**src/hdl/sat_pkg.sv**
```systemverilog
// ----------------------------------------------------------------------------
// sat_pkg
// Operation and status codes shared by the slot allocator and its checker.
// ----------------------------------------------------------------------------
package sat_pkg;

    localparam int FUNC_W   = 2;
    localparam int STATUS_W = 2;

    // operation codes
    localparam logic [FUNC_W-1:0] FUNC_ADD    = 2'd0;
    localparam logic [FUNC_W-1:0] FUNC_REMOVE = 2'd1;
    localparam logic [FUNC_W-1:0] FUNC_READ   = 2'd2;

    // result status codes
    localparam logic [STATUS_W-1:0] STATUS_OK    = 2'd0;
    localparam logic [STATUS_W-1:0] STATUS_FULL  = 2'd1;
    localparam logic [STATUS_W-1:0] STATUS_RANGE = 2'd2;

endpackage

```
**src/hdl/sat_ram.sv**
```systemverilog
// ----------------------------------------------------------------------------
// sat_ram
// Simple dual-port synchronous memory: one write port, one read port with
// registered read data.
// ----------------------------------------------------------------------------
module sat_ram #(
    parameter int WIDTH = 32,
    parameter int DEPTH = 64,
    localparam int ADDR_W = $clog2(DEPTH)
) (
    input  logic              aclk,
    input  logic              wr_en,
    input  logic [ADDR_W-1:0] wr_addr,
    input  logic [WIDTH-1:0]  wr_data,
    input  logic [ADDR_W-1:0] rd_addr,
    output logic [WIDTH-1:0]  rd_data
);

    logic [WIDTH-1:0] mem_reg [DEPTH];
    logic [WIDTH-1:0] rd_data_reg;

    always_ff @(posedge aclk) begin
        if (wr_en) begin
            mem_reg[wr_addr] <= wr_data;
        end
    end

    always_ff @(posedge aclk) begin
        rd_data_reg <= mem_reg[rd_addr];
    end

    assign rd_data = rd_data_reg;

endmodule

```
**src/hdl/slot_allocator_with_index_table.sv**
```systemverilog
// steps: add ST_ADD_SLOT; remove ST_REM_LAST, ST_REM_MOVE; read ST_RD_SLOT, ST_RD_DATA;
//   each then ST_FINISH; an out-of-range index, an unknown operation or a full add go
//   straight to ST_FINISH, which holds on a stalled output; one item at a time, taken in
//   ST_IDLE; those steps wait on registered reads of order table, free stack, slot store
// reset: synchronous active-low aresetn empties the list and clears the marks;
//   memories are not cleared, since no entry is read before it is written
// ----------------------------------------------------------------------------
// slot_allocator_with_index_table
// Fixed-depth list of data words held in a slot store, with an order table
// mapping logical positions to physical slots and a stack of freed slots.
// ----------------------------------------------------------------------------
module slot_allocator_with_index_table #(
    parameter int DEPTH      = 64,
    parameter int DATA_WIDTH = 32,
    localparam int IDX_W     = $clog2(DEPTH),
    localparam int CNT_W     = $clog2(DEPTH + 1),
    localparam int S_W       = sat_pkg::FUNC_W + DATA_WIDTH + IDX_W,
    localparam int S_TDATA_W = ((S_W + 7) / 8) * 8,
    localparam int M_W       = sat_pkg::STATUS_W + DATA_WIDTH + IDX_W + CNT_W,
    localparam int M_TDATA_W = ((M_W + 7) / 8) * 8
) (
    input  logic                 aclk,
    input  logic                 aresetn,
    input  logic                 s_axis_tvalid,
    output logic                 s_axis_tready,
    input  logic [S_TDATA_W-1:0] s_axis_tdata,  // func, item_data, position
    output logic                 m_axis_tvalid,
    input  logic                 m_axis_tready,
    output logic [M_TDATA_W-1:0] m_axis_tdata   // status, read_data, slot_number, item_count
);

    localparam int FW = sat_pkg::FUNC_W;
    localparam int SW = sat_pkg::STATUS_W;

    typedef enum logic [2:0] {
        ST_IDLE,
        ST_ADD_SLOT,
        ST_REM_LAST,
        ST_REM_MOVE,
        ST_RD_SLOT,
        ST_RD_DATA,
        ST_FINISH
    } state_t;

    // input fields
    logic [FW-1:0]         in_func;
    logic [DATA_WIDTH-1:0] in_data;
    logic [IDX_W-1:0]      in_pos;

    assign in_func = s_axis_tdata[FW-1:0];
    assign in_data = s_axis_tdata[FW +: DATA_WIDTH];
    assign in_pos  = s_axis_tdata[FW + DATA_WIDTH +: IDX_W];

    state_t                state_reg, state_next;
    logic [FW-1:0]         func_reg, func_next;
    logic [DATA_WIDTH-1:0] data_reg, data_next;
    logic [IDX_W-1:0]      pos_reg, pos_next;
    logic [IDX_W-1:0]      slot_reg, slot_next;
    logic [IDX_W-1:0]      last_reg, last_next;
    logic [DATA_WIDTH-1:0] rdata_reg, rdata_next;
    logic [SW-1:0]         status_reg, status_next;
    logic [CNT_W-1:0]      free_depth_reg, free_depth_next;
    logic [CNT_W-1:0]      low_mark_reg, low_mark_next;
    logic [CNT_W-1:0]      high_mark_reg, high_mark_next;
    logic [CNT_W-1:0]      total_reg, total_next;
    logic                  m_valid_reg, m_valid_next;
    logic [SW-1:0]         m_status_reg, m_status_next;
    logic [DATA_WIDTH-1:0] m_rdata_reg, m_rdata_next;
    logic [IDX_W-1:0]      m_slot_reg, m_slot_next;
    logic [CNT_W-1:0]      m_count_reg, m_count_next;

    // memory ports
    logic                  order_we;
    logic [IDX_W-1:0]      order_wa, order_wd, order_ra, order_rd;
    logic                  stack_we;
    logic [IDX_W-1:0]      stack_wa, stack_ra, stack_rd;
    logic                  store_we;
    logic [DATA_WIDTH-1:0] store_rd;

    logic out_free;

    sat_ram #(.WIDTH(IDX_W), .DEPTH(DEPTH)) u_order_table (
        .aclk    (aclk),
        .wr_en   (order_we),
        .wr_addr (order_wa),
        .wr_data (order_wd),
        .rd_addr (order_ra),
        .rd_data (order_rd)
    );

    sat_ram #(.WIDTH(IDX_W), .DEPTH(DEPTH)) u_free_stack (
        .aclk    (aclk),
        .wr_en   (stack_we),
        .wr_addr (stack_wa),
        .wr_data (slot_reg),
        .rd_addr (stack_ra),
        .rd_data (stack_rd)
    );

    sat_ram #(.WIDTH(DATA_WIDTH), .DEPTH(DEPTH)) u_slot_store (
        .aclk    (aclk),
        .wr_en   (store_we),
        .wr_addr (slot_reg),
        .wr_data (data_reg),
        .rd_addr (order_rd),
        .rd_data (store_rd)
    );

    // reads: order table at the requested position on accept, at the last
    // entry while a remove runs; the top of the free stack is always fetched
    assign order_ra = (state_reg == ST_IDLE) ? in_pos : IDX_W'(total_reg - CNT_W'(1));
    assign stack_ra = IDX_W'(free_depth_reg - CNT_W'(1));
    assign stack_wa = IDX_W'(free_depth_reg);

    assign out_free = !m_valid_reg || m_axis_tready;

    always_comb begin
        state_next      = state_reg;
        func_next       = func_reg;
        data_next       = data_reg;
        pos_next        = pos_reg;
        slot_next       = slot_reg;
        last_next       = last_reg;
        rdata_next      = rdata_reg;
        status_next     = status_reg;
        free_depth_next = free_depth_reg;
        low_mark_next   = low_mark_reg;
        high_mark_next  = high_mark_reg;
        total_next      = total_reg;
        m_valid_next    = m_valid_reg && !m_axis_tready;
        m_status_next   = m_status_reg;
        m_rdata_next    = m_rdata_reg;
        m_slot_next     = m_slot_reg;
        m_count_next    = m_count_reg;
        order_we        = 1'b0;
        order_wa        = pos_reg;
        order_wd        = last_reg;
        stack_we        = 1'b0;
        store_we        = 1'b0;

        unique case (state_reg)
            ST_IDLE: begin
                if (s_axis_tvalid) begin
                    func_next   = in_func;
                    data_next   = in_data;
                    pos_next    = in_pos;
                    status_next = sat_pkg::STATUS_OK;
                    slot_next   = '0;
                    rdata_next  = '0;
                    if (in_func == sat_pkg::FUNC_ADD) begin
                        if (total_reg == CNT_W'(DEPTH)) begin
                            status_next = sat_pkg::STATUS_FULL;
                            state_next  = ST_FINISH;
                        end else begin
                            state_next  = ST_ADD_SLOT;
                        end
                    end else if (in_func == sat_pkg::FUNC_REMOVE ||
                                 in_func == sat_pkg::FUNC_READ) begin
                        if (CNT_W'(in_pos) >= total_reg) begin
                            status_next = sat_pkg::STATUS_RANGE;
                            state_next  = ST_FINISH;
                        end else if (in_func == sat_pkg::FUNC_REMOVE) begin
                            state_next  = ST_REM_LAST;
                        end else begin
                            state_next  = ST_RD_SLOT;
                        end
                    end else begin
                        status_next = sat_pkg::STATUS_RANGE;
                        state_next  = ST_FINISH;
                    end
                end
            end
            ST_ADD_SLOT: begin
                // freed stack first, then below the low mark, then the high mark
                priority if (free_depth_reg != '0) begin
                    slot_next = stack_rd;
                end else if (low_mark_reg != '0) begin
                    slot_next = IDX_W'(low_mark_reg - CNT_W'(1));
                end else begin
                    slot_next = IDX_W'(high_mark_reg);
                end
                state_next = ST_FINISH;
            end
            ST_REM_LAST: begin
                slot_next  = order_rd;
                state_next = ST_REM_MOVE;
            end
            ST_REM_MOVE: begin
                last_next  = order_rd;
                state_next = ST_FINISH;
            end
            ST_RD_SLOT: begin
                slot_next  = order_rd;
                state_next = ST_RD_DATA;
            end
            ST_RD_DATA: begin
                rdata_next = store_rd;
                state_next = ST_FINISH;
            end
            ST_FINISH: begin
                if (out_free) begin
                    if (status_reg == sat_pkg::STATUS_OK) begin
                        case (func_reg)
                            sat_pkg::FUNC_ADD: begin
                                order_we = 1'b1;
                                order_wa = IDX_W'(total_reg);
                                order_wd = slot_reg;
                                store_we = 1'b1;
                                priority if (free_depth_reg != '0) begin
                                    free_depth_next = free_depth_reg - CNT_W'(1);
                                end else if (low_mark_reg != '0) begin
                                    low_mark_next = low_mark_reg - CNT_W'(1);
                                end else begin
                                    high_mark_next = high_mark_reg + CNT_W'(1);
                                end
                                total_next = total_reg + CNT_W'(1);
                            end
                            sat_pkg::FUNC_REMOVE: begin
                                // last entry fills the hole
                                order_we = 1'b1;
                                priority if (high_mark_reg != '0 &&
                                             CNT_W'(slot_reg) == high_mark_reg - CNT_W'(1)) begin
                                    high_mark_next = high_mark_reg - CNT_W'(1);
                                end else if (CNT_W'(slot_reg) == low_mark_reg) begin
                                    low_mark_next = low_mark_reg + CNT_W'(1);
                                end else begin
                                    stack_we        = 1'b1;
                                    free_depth_next = free_depth_reg + CNT_W'(1);
                                end
                                total_next = total_reg - CNT_W'(1);
                            end
                            default: begin
                            end
                        endcase
                    end
                    m_valid_next  = 1'b1;
                    m_status_next = status_reg;
                    m_rdata_next  = rdata_reg;
                    m_slot_next   = slot_reg;
                    m_count_next  = total_next;
                    state_next    = ST_IDLE;
                end
            end
            default: begin
                state_next = ST_IDLE;
            end
        endcase
    end

    always_ff @(posedge aclk) begin
        if (!aresetn) begin
            state_reg      <= ST_IDLE;
            free_depth_reg <= '0;
            low_mark_reg   <= '0;
            high_mark_reg  <= '0;
            total_reg      <= '0;
            m_valid_reg    <= 1'b0;
        end else begin
            state_reg      <= state_next;
            free_depth_reg <= free_depth_next;
            low_mark_reg   <= low_mark_next;
            high_mark_reg  <= high_mark_next;
            total_reg      <= total_next;
            m_valid_reg    <= m_valid_next;
            func_reg       <= func_next;
            data_reg       <= data_next;
            pos_reg        <= pos_next;
            slot_reg       <= slot_next;
            last_reg       <= last_next;
            rdata_reg      <= rdata_next;
            status_reg     <= status_next;
            m_status_reg   <= m_status_next;
            m_rdata_reg    <= m_rdata_next;
            m_slot_reg     <= m_slot_next;
            m_count_reg    <= m_count_next;
        end
    end

    assign s_axis_tready = (state_reg == ST_IDLE);
    assign m_axis_tvalid = m_valid_reg;
    assign m_axis_tdata  = M_TDATA_W'({m_count_reg, m_slot_reg, m_rdata_reg, m_status_reg});

endmodule

```
**config.mk**
```make
export PLATFORM = sky130hd
export DESIGN_NAME = slot_allocator_with_index_table
export DESIGN_NICKNAME = d
export VERILOG_FILES = /design/src/hdl/sat_pkg.sv /design/src/hdl/sat_ram.sv /design/src/hdl/slot_allocator_with_index_table.sv
export SDC_FILE = /design/constraint.sdc
export NUM_CORES = 2
export LEC_CHECK = 0
export ABC_CLOCK_PERIOD_IN_PS = 5000
export BUFFER_PORTS_ARGS = -buffer_cell sky130_fd_sc_hd__buf_2
export CAP_MARGIN = 10
export CORE_MARGIN = 1
export CORE_UTILIZATION = 55
export DETAILED_ROUTE_END_ITERATION = 6
export GPL_TIMING_DRIVEN = 1
export PLACE_DENSITY_LB_ADDON = 0.08
export SLEW_MARGIN = 20
export SYNTH_ARGS = -nofsm -noshare
export SYNTH_HDL_FRONTEND = slang
export SYNTH_SLANG_ARGS = --single-unit
```
**constraint.sdc**
```tcl
create_clock -name aclk -period 5 [get_ports aclk]
set_input_delay 0 -clock aclk [delete_from_list [all_inputs] [get_ports aclk]]
set_output_delay 0 -clock aclk [all_outputs]
set_load 0.02 [all_outputs]
```
==> impl_metrics.yaml <==
die:
  initial_core_util: 0.555
  die_y_um: 462
  die_area_um2: 214000
  fp.coreArea_um2: 210000
  io_pins: 94
  placement_rows: 168
  die_x_um: 462
critical_path:
  arrival_ps: 4870
  cp_slowest_cell: "dfxtp_1"
  crit_family: "simple AND/OR/NAND/NOR gates"
  critPathCaptureType: "flip-flop"
  path_buf_inv: 3
  critPathRequiredTime_ps: 5570
  critPathMaxFanout: 22
  path_cells: "nor2b_1 > nand4_1 > buf_4 > nor3_1 > buf_4 > nand2_1 > nor2_4 > buf_4"
  path_common_cell: "buf_4"
  max_stage_delay_ps: 600
  crit_type: "reg2reg"
  startpoint_type: "flip-flop"
  regToRegSetupSlack_ps: 700
timing:
  fin_crit_ps: 4300
  hold_ws_ps: 75.7
  setup_tns_ps: 0
  slew_violations: 0
  worstMarginPinSlew_ps: 1110
  min_period_over_period: 0.860
  rsz0062_at_grt: "no"
  setup_violations: 0
  fmax_mhz: 232
  finClkSkew_ps: 34.5
  relSlewSlack: 0.259
  finalHoldViolCount: 0
clock_tree:
  cts_made_buffers: 317
  clkLatencyLatePin_ps: 940
  cts_setup_buffers: 0
  cts_tree: "built"
  path_clk_slew_ps: 60
  clk_path_buf_depth: 4
  numClockSinks: 3025
  cts-root-buf: "clkbuf_16"
  htree_levels: 5
synth:
  postSynth.asyncResetShare: 0
  syn_avg_cell_area_um2: 22.4
  syn_area_um2: 116000
  ys.flop_type: "edfxtp_1"
  synth_area_leaders: "edfxtp_1 76%, mux4_2 16%, dfxtp_1 1.3%, nor2_1 0.81%, nand2_1 0.57%"
  ys_types: 86
  synth_edf_count: 2949
  syn_nets: 5258
  yosysSeqAreaShare: 0.774
  syn_inst: 5196
  synth_top_area_share: 0.760
  ys_warn_count: 0
  yosysTopAreaCell: "edfxtp_1"
  ys_ff_latch: 3025
global_route:
  grt_overflow_total: 0
  grt_max_degree: 93
  grt_pass1_vias: 55416
  antenna_found_initial: 12
  grt_pass1_wl_um: 395000
  track_usage: 0.261
route:
  drc: 0
  vias: 54613
  detail-route-antenna-nets: 0
  dr.first_iter.drc_count: 6379
  vias_per_cell: 6.33
  wire_per_inst_um: 31.8
  drt_first_pass_iters: 6
  routed_wl_um: 274000
final_layout:
  fill_cells: 13925
  final_cell_mix: "2949 x edfxtp_1, 835 x mux4_2, 326 x clkbuf_16"
  nets: 5659
  layout_commonest_cell: "edfxtp_1"
  layout-drive-gt1-share: 0.287
  largest_reg_flops: 2048
  area_delta_synth_final_pct: 13.7
worst_hold_path:
  hp-class: "in2reg"
place:
  dp_hpwl_um: 161000
  port-buffer-count: 92
  place_congestion: 0.863
power:
  ir_drop_v: 0.000669
  leakage_uw: 0.0414
  cellPowerDensity_nw_per_um2: 507
run:
  cap_violations: 0
status:
  status: "finished clean"
[worst paths after layout]
check	start	end	cells after the start
min	m_axis_tready	m_axis_tvalid$_SDFF_PN0_	4
max	state_reg[1]$_SDFFE_PN0P_	u_slot_store.mem_reg[20][4]$_DFFE_PP_	8
max reg2reg	state_reg[1]$_SDFFE_PN0P_	u_slot_store.mem_reg[20][4]$_DFFE_PP_	8
min reg2reg	rdata_reg[30]$_SDFFCE_PP0P_	m_rdata_reg[30]$_DFFE_PP_	0
[kinds of logic after synthesis]
group / count (synthesis) / share of synthesized area
AOI/OAI and AO/OA: 206 / 0.0127
xor gates and xnor gates: 40 / 0.00301
adders and majority gates: 18 / 0.00193
buffers and inverters: 318 / 0.0126
DFF: 3025 / 0.774
muxes: 902 / 0.169
other: 1 / 0.0000322
and+or+nand+nor: 686 / 0.0276
[through the flow]
stage	utilization	area, um2	power [uW]	setup WS (ps)	cells
after global routing	0.630	132000	69200	559	8630
after floorplan	-	116000	40200	479	5196
after global placement	0.580	122000	45400	965	7997
after CTS	0.630	132000	67600	844	8629
final	0.630	132000	67100	699	8633
after detailed placement	0.580	122000	45500	861	7997
[layout make-up]
type                    count  area [um2]  share of cell area
diodes                      4        10.0           0.0000756
clock buffers             407        8590              0.0649
clock inverters           139        1080             0.00819
inverters                  26        97.6            0.000737
multi-input cells        1853       25500               0.192
flip-flops and latches   3025       90100               0.681
well taps                2805        3510              0.0265
repair buffers            374        3490              0.0264
[where the power goes]
group	switching [uW]	total, uW	internal (uW)
clock network	9300	22200	12900
logic	8480	15400	6960
registers	580	29500	28900
total	18400	67100	48800
[cell usage after synthesis, drive strengths merged (30+ instances only)]
master and instances:
dfxtp 76, mux4 844, buf 124, nand2 180, nand3 76, nor2 251, clkbuf 168, o21ai 34
and3 54, edfxtp 2949, a22oi 31, mux2i 48, xnor2 30
[metal layers]
| layer | share of wire | routed length [um] | track usage | vias up |
|---|---|---|---|---|
| met3 | 0.062 | 17100 | 0.0383 | 435 |
| met1 | 0.42 | 114000 | 0.374 | 29481 |
| met4 | 0.023 | 6330 | 0.0666 | 2 |
| met2 | 0.50 | 137000 | 0.427 | 1994 |
| li1 | - | - | - | 22701 |
| met5 | 0.000040 | 11 | 0 | - |
[worst reg2reg max path: stages, from the launching register on]
cell	delay (ps)
dfxtp_1	600
nor2b_1	570
nand4_1	210
buf_4	260
nor3_1	470
buf_4	280
nand2_1	480
nor2_4	570
buf_4	480
[timing repair]
action                                 4_1_cts  5_1_grt
endpoints found under the hold margin      101        0
resized for setup                            0        0
hold buffers                                86        0
Power figures use the tool's default switching activity.
